==> src/rtl/core/qur_pkg.sv <==
`timescale 1ns / 1ps

package qur_pkg;

  localparam int unsigned QUR_LANES = 4;
  localparam int unsigned QUR_SHOWN = 4;
  localparam int unsigned QUR_ADDR_W = 5;
  localparam int unsigned QUR_IN_W = 8;
  localparam int unsigned QUR_OUT_W = 80;

  typedef enum logic [2:0] {
    REG_TRIGGER_TICKS = 3'd0,
    REG_ECHO_TIMEOUT  = 3'd1,
    REG_GAP_TICKS     = 3'd2,
    REG_HALF_SPEED    = 3'd3,
    REG_MAX_DISTANCE  = 3'd4
  } reg_idx_t;

  typedef enum logic [2:0] {
    PH_IDLE = 3'd0,
    PH_TRIG = 3'd1,
    PH_WAIT = 3'd2,
    PH_HIGH = 3'd3,
    PH_DONE = 3'd4
  } lane_phase_t;

  typedef struct packed {
    logic [7:0]  trigger_ticks;
    logic [15:0] echo_timeout_ticks;
    logic [15:0] gap_ticks;
    logic [15:0] half_speed_q16;
    logic [15:0] max_distance_mm;
  } cfg_t;

  typedef struct packed {
    logic        idle;
    logic        done_nxt;
    logic        trig_nxt;
    logic        valid_nxt;
    logic [15:0] dist_nxt;
  } lane_stat_t;

  typedef struct packed {
    logic        start;
    logic        advance;
    logic        clear;
  } lane_ctl_t;

endpackage

==> src/rtl/core/qur_cfg_regs.sv <==
`timescale 1ns / 1ps

module qur_cfg_regs
  import qur_pkg::*;
(
  input  logic                  clk,
  input  logic                  rst_n,
  input  logic                  cfg_psel,
  input  logic                  cfg_penable,
  input  logic                  cfg_pwrite,
  input  logic [QUR_ADDR_W-1:0] cfg_paddr,
  input  logic [31:0]           cfg_pwdata,
  output logic [31:0]           cfg_prdata,
  output logic                  cfg_pready,
  output cfg_t                  cfg
);

  cfg_t     cfg_r;
  cfg_t     cfg_nxt;
  reg_idx_t idx;
  logic     wr_en;

  assign idx        = reg_idx_t'(cfg_paddr[QUR_ADDR_W-1:2]);
  assign wr_en      = cfg_psel && cfg_penable && cfg_pwrite;
  assign cfg_pready = 1'b1;
  assign cfg        = cfg_r;

  always_comb begin
    cfg_nxt = cfg_r;
    if (wr_en) begin
      case (idx)
        REG_TRIGGER_TICKS: cfg_nxt.trigger_ticks      = cfg_pwdata[7:0];
        REG_ECHO_TIMEOUT:  cfg_nxt.echo_timeout_ticks = cfg_pwdata[15:0];
        REG_GAP_TICKS:     cfg_nxt.gap_ticks          = cfg_pwdata[15:0];
        REG_HALF_SPEED:    cfg_nxt.half_speed_q16     = cfg_pwdata[15:0];
        REG_MAX_DISTANCE:  cfg_nxt.max_distance_mm    = cfg_pwdata[15:0];
        default: ;
      endcase
    end
  end

  always_comb begin
    case (idx)
      REG_TRIGGER_TICKS: cfg_prdata = {24'd0, cfg_r.trigger_ticks};
      REG_ECHO_TIMEOUT:  cfg_prdata = {16'd0, cfg_r.echo_timeout_ticks};
      REG_GAP_TICKS:     cfg_prdata = {16'd0, cfg_r.gap_ticks};
      REG_HALF_SPEED:    cfg_prdata = {16'd0, cfg_r.half_speed_q16};
      REG_MAX_DISTANCE:  cfg_prdata = {16'd0, cfg_r.max_distance_mm};
      default:           cfg_prdata = 32'd0;
    endcase
  end

  always_ff @(posedge clk) begin
    if (!rst_n) begin
      cfg_r.trigger_ticks      <= 8'd10;
      cfg_r.echo_timeout_ticks <= 16'd15000;
      cfg_r.gap_ticks          <= 16'd50000;
      cfg_r.half_speed_q16     <= 16'd11239;
      cfg_r.max_distance_mm    <= 16'd4000;
    end else begin
      cfg_r <= cfg_nxt;
    end
  end

endmodule

==> src/rtl/core/qur_lane.sv <==
`timescale 1ns / 1ps

module qur_lane
  import qur_pkg::*;
(
  input  logic       clk,
  input  logic       rst_n,
  input  cfg_t       cfg,
  input  lane_ctl_t  ctl,
  input  logic       echo,
  output lane_stat_t stat
);

  lane_phase_t phase_r, phase_nxt;
  logic [15:0] cnt_r, cnt_nxt;
  logic [15:0] dist_r, dist_nxt;
  logic        valid_r, valid_nxt;

  logic        fin;
  logic        got;
  logic [15:0] fin_cnt;
  logic [16:0] cnt_inc;
  logic [15:0] cnt_high;
  logic [31:0] prod;
  logic [32:0] rnd;
  logic [15:0] mm;
  logic        ok;

  assign cnt_inc  = {1'b0, cnt_r} + 17'd1;
  assign cnt_high = (cnt_r < cfg.echo_timeout_ticks) ? cnt_inc[15:0] : cnt_r;

  always_comb begin
    phase_nxt = phase_r;
    cnt_nxt   = cnt_r;
    fin       = 1'b0;
    got       = 1'b0;
    fin_cnt   = cnt_r;
    if (ctl.start) begin
      phase_nxt = PH_TRIG;
      cnt_nxt   = {8'd0, cfg.trigger_ticks};
    end else if (ctl.advance) begin
      case (phase_r)
        PH_IDLE: ;
        PH_TRIG: begin
          if (cnt_r <= 16'd1) begin
            phase_nxt = PH_WAIT;
            cnt_nxt   = 16'd0;
          end else begin
            cnt_nxt = cnt_r - 16'd1;
          end
        end
        PH_WAIT: begin
          if (echo) begin
            phase_nxt = PH_HIGH;
            cnt_nxt   = 16'd1;
            if (cfg.echo_timeout_ticks <= 16'd1) begin
              fin     = 1'b1;
              got     = 1'b1;
              fin_cnt = 16'd1;
            end
          end else begin
            cnt_nxt = cnt_inc[15:0];
            if (cnt_inc >= {1'b0, cfg.echo_timeout_ticks}) begin
              fin = 1'b1;
            end
          end
        end
        PH_HIGH: begin
          if (!echo) begin
            fin = 1'b1;
            got = 1'b1;
          end else begin
            cnt_nxt = cnt_high;
            if (cnt_high >= cfg.echo_timeout_ticks) begin
              fin     = 1'b1;
              got     = 1'b1;
              fin_cnt = cnt_high;
            end
          end
        end
        PH_DONE: ;
        default: phase_nxt = PH_DONE;
      endcase
    end
    if (fin) begin
      phase_nxt = PH_DONE;
    end
  end

  assign prod = fin_cnt * cfg.half_speed_q16;
  assign rnd  = {1'b0, prod} + 33'd32768;
  assign mm   = rnd[31:16];
  assign ok   = got && (mm <= cfg.max_distance_mm);

  always_comb begin
    dist_nxt  = dist_r;
    valid_nxt = valid_r;
    if (fin) begin
      dist_nxt  = ok ? mm : 16'd0;
      valid_nxt = ok;
    end
  end

  assign stat.idle      = (phase_r == PH_IDLE);
  assign stat.done_nxt  = (phase_nxt == PH_DONE);
  assign stat.trig_nxt  = (phase_nxt == PH_TRIG);
  assign stat.valid_nxt = valid_nxt;
  assign stat.dist_nxt  = dist_nxt;

  always_ff @(posedge clk) begin
    if (!rst_n) begin
      phase_r <= PH_IDLE;
      cnt_r   <= 16'd0;
      dist_r  <= 16'd0;
      valid_r <= 1'b0;
    end else begin
      dist_r  <= dist_nxt;
      valid_r <= valid_nxt;
      if (ctl.clear) begin
        phase_r <= PH_IDLE;
        cnt_r   <= 16'd0;
      end else begin
        phase_r <= phase_nxt;
        cnt_r   <= cnt_nxt;
      end
    end
  end

endmodule

==> src/rtl/core/quad_ultrasonic_ranger_unit.sv <==
`timescale 1ns / 1ps
// Each accepted tick's result is registered into the output buffer; four ranging
// lanes step in parallel each tick. Throughput: one tick per cycle while
// in_tready is high. A two-entry output buffer keeps in_tready high while one
// result waits. Reset (rst_n low, synchronous): lanes idle, distances 0, valid
// bits 0, gap counter 0, registers at their defaults, output buffer empty.

module quad_ultrasonic_ranger_unit
  import qur_pkg::*;
(
  input  logic                  clk,
  input  logic                  rst_n,
  input  logic                  in_tvalid,
  output logic                  in_tready,
  // [3:0] echo_lines, [4] run_enable, [7:5] zero
  input  logic [QUR_IN_W-1:0]   in_tdata,
  output logic                  out_tvalid,
  input  logic                  out_tready,
  // [3:0] trigger_lines, [19:4] dist_front, [35:20] dist_left, [51:36] dist_back,
  // [67:52] dist_right, [71:68] valid_lines, [72] set_done, [73] all_valid,
  // [79:74] zero
  output logic [QUR_OUT_W-1:0]  out_tdata,
  input  logic                  cfg_psel,
  input  logic                  cfg_penable,
  input  logic                  cfg_pwrite,
  input  logic [QUR_ADDR_W-1:0] cfg_paddr,
  input  logic [31:0]           cfg_pwdata,
  output logic [31:0]           cfg_prdata,
  output logic                  cfg_pready
);

  cfg_t       cfg;
  lane_ctl_t  ctl;
  lane_stat_t stat [QUR_LANES];

  logic [QUR_LANES-1:0] idle_v, done_v, trig_v, valid_v;
  logic [15:0]          dist_v [QUR_LANES];
  logic [3:0]           echo_lines;
  logic                 run_enable;
  logic                 accept;
  logic                 all_idle;
  logic                 all_done;

  logic [15:0] gap_r, gap_nxt;

  logic [3:0]           trig_o, valid_o;
  logic [15:0]          dist_o [QUR_SHOWN];
  logic [QUR_OUT_W-1:0] result;

  logic                 out_valid_r, skid_valid_r;
  logic [QUR_OUT_W-1:0] out_data_r, skid_data_r;
  logic                 pop;

  qur_cfg_regs u_cfg (
    .clk         (clk),
    .rst_n       (rst_n),
    .cfg_psel    (cfg_psel),
    .cfg_penable (cfg_penable),
    .cfg_pwrite  (cfg_pwrite),
    .cfg_paddr   (cfg_paddr),
    .cfg_pwdata  (cfg_pwdata),
    .cfg_prdata  (cfg_prdata),
    .cfg_pready  (cfg_pready),
    .cfg         (cfg)
  );

  assign echo_lines = in_tdata[3:0];
  assign run_enable = in_tdata[4];
  assign accept     = in_tvalid && in_tready;

  for (genvar i = 0; i < QUR_LANES; i++) begin : g_lane
    logic echo_i;
    if (i < QUR_SHOWN) begin : g_pin
      assign echo_i = echo_lines[i];
    end else begin : g_nopin
      assign echo_i = 1'b0;
    end

    qur_lane u_lane (
      .clk   (clk),
      .rst_n (rst_n),
      .cfg   (cfg),
      .ctl   (ctl),
      .echo  (echo_i),
      .stat  (stat[i])
    );

    assign idle_v[i]  = stat[i].idle;
    assign done_v[i]  = stat[i].done_nxt;
    assign trig_v[i]  = stat[i].trig_nxt;
    assign valid_v[i] = stat[i].valid_nxt;
    assign dist_v[i]  = stat[i].dist_nxt;
  end

  assign all_idle = &idle_v;
  assign all_done = !all_idle && (&done_v);

  assign ctl.start   = accept && all_idle && (gap_r == 16'd0) && run_enable;
  assign ctl.advance = accept && !all_idle;
  assign ctl.clear   = accept && all_done;

  always_comb begin
    gap_nxt = gap_r;
    if (accept) begin
      if (all_idle && (gap_r != 16'd0)) begin
        gap_nxt = gap_r - 16'd1;
      end else if (all_done) begin
        gap_nxt = cfg.gap_ticks;
      end
    end
  end

  // merge lane results into one transaction
  for (genvar k = 0; k < QUR_SHOWN; k++) begin : g_show
    if (k < QUR_LANES) begin : g_on
      assign trig_o[k]  = trig_v[k] && !all_done;
      assign valid_o[k] = valid_v[k];
      assign dist_o[k]  = dist_v[k];
    end else begin : g_off
      assign trig_o[k]  = 1'b0;
      assign valid_o[k] = 1'b0;
      assign dist_o[k]  = 16'd0;
    end
  end

  assign result = {6'd0, (&valid_v), all_done, valid_o,
                   dist_o[3], dist_o[2], dist_o[1], dist_o[0], trig_o};

  assign in_tready  = !skid_valid_r;
  assign out_tvalid = out_valid_r;
  assign out_tdata  = out_data_r;
  assign pop        = out_valid_r && out_tready;

  always_ff @(posedge clk) begin
    if (!rst_n) begin
      gap_r        <= 16'd0;
      out_valid_r  <= 1'b0;
      skid_valid_r <= 1'b0;
    end else begin
      gap_r <= gap_nxt;
      if (!out_valid_r) begin
        out_valid_r <= accept;
      end else if (pop) begin
        if (skid_valid_r) begin
          skid_valid_r <= accept;
        end else begin
          out_valid_r <= accept;
        end
      end else if (accept) begin
        skid_valid_r <= 1'b1;
      end
    end
  end

  always_ff @(posedge clk) begin
    if (!out_valid_r || (pop && !skid_valid_r)) begin
      out_data_r <= result;
    end else if (pop) begin
      out_data_r <= skid_data_r;
    end
    if (accept && out_valid_r && (skid_valid_r || !pop)) begin
      skid_data_r <= result;
    end
  end

  a_skid_needs_head: assert property (@(posedge clk) disable iff (!rst_n)
    skid_valid_r |-> out_valid_r)
    else $error("skid entry held without head entry");

  a_lanes_in_step: assert property (@(posedge clk) disable iff (!rst_n)
    (idle_v == '0) || (idle_v == '1))
    else $error("lanes out of step");

  a_gap_clear_in_set: assert property (@(posedge clk) disable iff (!rst_n)
    !all_idle |-> (gap_r == 16'd0))
    else $error("gap counter running during a set");

  a_gap_counts_down: assert property (@(posedge clk) disable iff (!rst_n)
    (accept && all_idle && (gap_r != 16'd0)) |=> (gap_r == $past(gap_r) - 16'd1))
    else $error("gap counter did not advance");

endmodule
==> config.mk <==
export PLATFORM = sky130hd
export DESIGN_NAME = quad_ultrasonic_ranger_unit
export DESIGN_NICKNAME = d
export VERILOG_FILES = /design/src/rtl/core/qur_pkg.sv /design/src/rtl/core/qur_cfg_regs.sv /design/src/rtl/core/qur_lane.sv /design/src/rtl/core/quad_ultrasonic_ranger_unit.sv
export SDC_FILE = /design/constraint.sdc
export NUM_CORES = 2
export LEC_CHECK = 0
export ABC_AREA = 1
export BUFFER_PORTS_ARGS = -buffer_cell sky130_fd_sc_hd__buf_2
export CAP_MARGIN = 30
export CORE_UTILIZATION = 30
export CTS_CLUSTER_DIAMETER = 100
export CTS_CLUSTER_SIZE = 40
export DETAILED_ROUTE_END_ITERATION = 8
export PLACE_DENSITY = 0.42
export SYNTH_ARGS = -nofsm -noshare
export SYNTH_HDL_FRONTEND = slang
export SYNTH_SLANG_ARGS = --single-unit
==> constraint.sdc <==
create_clock -name clk -period 24.3 [get_ports clk]
set_input_delay 1.215 -clock clk [delete_from_list [all_inputs] [get_ports clk]]
set_output_delay 1.215 -clock clk [all_outputs]
set_load 0.05 [all_outputs]
Word level (Yosys, flattened, before mapping)
Cells that the tools add are included.

operators by class
  add/subtract/negate cells = 13
  $mul = 4
  order comparisons = 21
  equality and inequality tests = 36
  muxes and demuxes = 148
  bitwise operators = 1
  reduce and logical (&&, ||, !) cells = 72

operators by type and width
  cell                      count
  $mux W16                  50
  $pmux W16 S3              4
  $mux W74                  2
  $add A32 B16 Y32 const B  4
  $mul A16 B16 Y32          4
  $pmux W16 S2              4
  $le A16 B1 Y1 const B     5
  $pmux W16 S5              1
  $sub A16 B1 Y16 const B   5
  $add A16 B1 Y17 const B   4
  $ge A17 B16 Y1            4
  $ge A16 B16 Y1            4
  $le A16 B16 Y1            4
  $lt A16 B16 Y1            4
  $mux W8                   8
  $mux W3                   20
  $mux W1                   47
  $pmux W3 S3               4
  $eq A3 B2 Y1 const B      10
  $eq A3 B1 Y1 const B      9
  $eq A3 B3 Y1 const B      9
  $reduce_and A3 Y1         8
  $logic_and A1 B1 Y1       22
  $logic_not A16 Y1         1
  other kinds (15)          58

word-level totals
  register bits = 382
  input bits = 52
  output and inout bits = 115

Longest topological paths before layout
  depth after elaboration = 15
  depth in mapped cells = 74

Modules after synthesis
From an unflattened synthesis, not the netlist that was laid out.

unflattened totals
  cells, all modules = 8,636
  area, all modules = 63,607.3 um2

by module, submodules not included
  module                       times used  cells each  area each (um2)  seq. area each (um2)
  qur_lane (g_lane[1].u_lane)  1           1,851       13,326.5         720.7
  qur_lane (g_lane[3].u_lane)  1           1,872       13,299.0         720.7
  qur_lane (g_lane[2].u_lane)  1           1,876       13,297.8         720.7
  qur_lane (g_lane[0].u_lane)  1           1,834       13,163.9         720.7
  quad_ultrasonic_ranger_unit  1           631         6,827.8          4,804.6
  qur_cfg_regs                 1           572         3,692.3          1,441.4

Worst setup path after synthesis
OpenSTA, ideal clock, no wires.

  kind = reg2reg
  start = register u_cfg.cfg_r, in the netlist u_cfg.cfg[58]
  end = register out_data_r[14] (netlist: out_tdata[14]) (data pin)
  setup time = 253 ps
  data arrival time = 9,975 ps
  data required time = 24,047 ps
  path slack = 14,072 ps
  stages on the path, launching flop included = 58
  buffers on the path = 3
  period minus slack after synthesis = 10,228 ps
  cell sequence = dfxtp_1 inv_1 ha_1 nand2_1 or2_2 a21oi_1 nor2_1 nand2_1 clkbuf_1 o21ai_0 ha_1 nand2_1 inv_1 nand3_1 nand3_1 o21ai_0 inv_1 nand2_1 [22 not listed] o221a_2 nand2_1 or2_2 and2_1 ha_1 nand2_1 inv_1 nand3_1 o211ai_1 nand2_1 a32o_1 nand3_1 clkinv_1 buf_1 nand3_1 nand2_1 nand2_1 nand2_1

RTL lines
  what                    line                                source
  from (decl)             qur_cfg_regs.sv:18                  cfg_t cfg_r;
  from (signal assigned)  qur_cfg_regs.sv:61                  cfg_r <= cfg_nxt;
  to (signal assigned)    quad_ultrasonic_ranger_unit.sv:157  out_data_r <= result;
  to (signal assigned)    quad_ultrasonic_ranger_unit.sv:159  out_data_r <= skid_data_r;
  to (decl)               quad_ultrasonic_ranger_unit.sv:51   logic [QUR_OUT_W-1:0] out_data_r, skid_data_r;

==> qor.csv <==
stage,metric,value,unit
outcome,status,"finished, final reports clean",
run,drv_cap,0,
route,drc,0,
clock_network,post_cts_buffers,0,
finish,fin_nets,9757,
setup_path,slowest_delay,0.67,ns
floorplan,die_width,454,µm
synth,ys.flop_type,dfxtp_1,
setup_path,cp_slowest_cell,inv_1,
finish,fill_cells,21879,
clock_network,cts_resized,0,
power_and_ir_drop,p_comb_share,22.1,%
floorplan,fp-row-count,165,
route,topRoutingLayerUsed,met4,
power_and_ir_drop,seq_power_share,44.9,%
finish,fin_area,66300,µm²
sta,fin_crit_sh,59.6,%
synth,synth_fa_ha_area_share,39.9,%
setup_path,end_kind,flop,
sta,hold_viol,0,
sta,clock_skew,0.0759,ns
synth,ys_seq_area_share,14.9,%
synth,synth_mux_area_share,0,%
placed_design,place.gp.congestion,0.891,
route,first_pass_iters,6,
route,routed-wl-met3,8510,µm
clock_network,cts-root-buf,clkbuf_16,
setup_path,worstPathArrival,14.97,ns
sta,setup_viol,0,
route,avgViaCountPerCell,4.96,
synth,synth_edf_count,148,
floorplan,design.core.area,203000,µm²
clock_network,hold_buffers,0,
power_and_ir_drop,clockPowerShare,33.0,%
clock_network,clockBufferDepth,3,
setup_path,critical_path_class,flop to flop,
power_and_ir_drop,vdd_ir_drop_max,0.0463,mV
grt,grt_pass1_wl,354000,µm
clock_network,cts_made_buffers,22,
synth,synthDistinctLibCells,65,
power_and_ir_drop,p_sw_share,36.8,%
grt,grt_max_degree,88,
sta,rsz0062_at_grt,no,
power_and_ir_drop,cellInternalPower,1.00,mW
synth,synth-compound-area-share,10.8,%
route,vias,54128,
clock_network,htree_levels,1,
route,drt-initial-drc-count,3399,
sta,tightest_slew,1.08,ns
finish,layout_commonest_cell,nand2_1,
floorplan,die_h,454,µm
setup_path,crit_required,24.78,ns
clock_network,clk_latency,0.68,ns
synth,ys_async_sr_fraction,0,%
synth,syn_area_per_cell,7.46,µm²
finish,syn2layout_area_growth,8.00,%
grt,grt_pass1_vias,56246,
sta,max_freq,69.0,MHz
synth,synth_top_family_by_area,adder cells,
synth,synth-xor-area-share,1.43,%
min_path,hold_path.class,flop to flop,
clock_network,cts_num_sinks,382,
grt,antenna_found_initial,8,
route,routed_wirelength,233000,µm
sta,fin_crit,14.48,ns
grt,grt-ovfl-total,0,
power_and_ir_drop,leakagePower,34.3,nW
route,postRouteAntennaNets,0,
grt,grt_usage,22.7,%
sta,max-slew-margin-rel,27.3,%
route,wl_per_cell,21.4,µm
setup_path,r2r_cells,61,
finish,final_cell_mix,"1756 x nand2_1, 1473 x inv_1, 1015 x nor2_1",
synth,yosys_register_bits,382,
synth,ys_warn_count,0,
setup_path,critPathMostFrequentCell,nand2_1,
finish,layout-drive-gt1-share,5.21,%
floorplan,start_util,30.3,%
power_and_ir_drop,powerDensity,23.9,nW/µm²
route,wl_met1,99600,µm
setup_path,cp_max_fo,22,
synth,synth-simple-area-share,21.3,%
synth,netlist_area,61400,µm²
min_path,hold_depth,2,
route,wl_met2,114000,µm
power_and_ir_drop,net-switching-power,0.583,mW
setup_path,cp-start-kind,flop,
clock_network,path_clk_slew,0.14,ns
sta,drv_slew,0,
clock_network,cts_tree,built,
placed_design,placed_area,65200,µm²
finish,fin_util,32.7,%
placed_design,portBuffers,122,
sta,tns,0,ns
synth,synthCells,8232,
placed_design,hpwlAfterDp,184000,µm
floorplan,ios,167,
floorplan,die_area,206000,µm²
==> routing by layer <==
metal / track usage, % / up-vias
met5: 0 / -
met2: 40.1 / 1164
met1: 28.5 / 26868
li1: - / 25805
met4: 9.52 / 0
met3: 1.64 / 291
==> kinds of logic after synthesis <==
kind of cell,after synthesis
xor+xnor,100
other cells,2
compound gates,1157
buf+inv,1862
fa+ha+maj,1493
flops,382
simple gates,3236
==> layout make-up <==
class	count	area, µm²	share of cell area, %
Clock buffer	24	568	0.857
Timing Repair Buffer	252	1740	2.63
Antenna cell	3	7.51	0.0113
Sequential cell	382	9140	13.8
Multi-Input combinational cell	6009	45300	68.3
Clock inverter	16	409	0.617
Inverter	1545	5800	8.75
Tap cell	2672	3340	5.04
==> metrics by stage <==
step	std cells	total power, mW	setup slack, ns	hold WS (ns)
2_1_floorplan	8253	0.963	14.07	0.439
5_1_grt	10902	1.66	8.76	0.497
3_5_place_dp	10857	1.08	9.92	0.464
6_report	10903	1.58	9.82	0.482
4_1_cts	10897	1.61	9.80	0.483
3_3_place_gp	10847	1.07	9.76	0.461
==> state kept, by name, summed over array words and instances, names as in the netlist <==
register / cells
g_lane.u_lane.dist_r: 64
g_lane.u_lane.valid_r: 4
skid_valid_r: 1
u_cfg.cfg: 72
out_tvalid: 1
g_lane.u_lane.cnt_r: 64
skid_data_r: 74
out_tdata: 74
g_lane.u_lane.phase_r: 12
gap_r: 16
==> worst max-delay path, delay by kind of cell (launching register included) <==
family / cells / cell delay (ns)
buf+inv: 16 / 3.37
fa+ha+maj: 10 / 4.20
compound gates: 9 / 2.54
flops: 1 / 0.33
simple gates: 26 / 3.80
==> power by group through the flow <==
stage | logic, mW | clock network [mW] | registers [mW]
after floorplan | 0.191 | 0 | 0.772
after global placement | 0.345 | 0 | 0.726
after detailed placement | 0.351 | 0 | 0.725
after CTS | 0.352 | 0.545 | 0.711
after global routing | 0.385 | 0.564 | 0.714
final | 0.350 | 0.522 | 0.710
==> final timing paths <==
check,from,end,slack (ns)
worst min register to register,g_lane[2].u_lane.dist_r[11]$_SDFF_PN0_,g_lane[2].u_lane.dist_r[11]$_SDFF_PN0_,0.48
worst max register to register,u_cfg.cfg[50]$_SDFFE_PN0P_,out_tdata[20]$_DFFE_PP_,9.82
worst max-delay path,u_cfg.cfg[50]$_SDFFE_PN0P_,out_tdata[20]$_DFFE_PP_,9.82
worst min-delay path,g_lane[2].u_lane.dist_r[11]$_SDFF_PN0_,g_lane[2].u_lane.dist_r[11]$_SDFF_PN0_,0.48
==> cell usage after synthesis, types with 21 or more instances <==
cell type,instances,area share (%)
ha_1,721,15
inv_1,1477,9.0
o221ai_1,45,0.64
xor2_1,90,1.3
nand2_1,1757,11
buf_2,21,0.17
nand4_1,56,0.57
fa_1,772,25
a31oi_1,58,0.59
and2_1,32,0.33
nor3_1,68,0.55
nand3_1,216,1.8
clkbuf_1,249,1.5
buf_4,33,0.40
dfxtp_1,234,7.6
o21ai_0,386,3.1
inv_2,32,0.20
a21oi_1,406,3.3
o21ai_1,56,0.46
o21a_1,26,0.32
clkinv_1,36,0.22
o211ai_1,40,0.49
edfxtp_1,148,7.2
a221oi_1,22,0.31
nor2_1,1016,6.2
(Power assumes the default switching activity.)
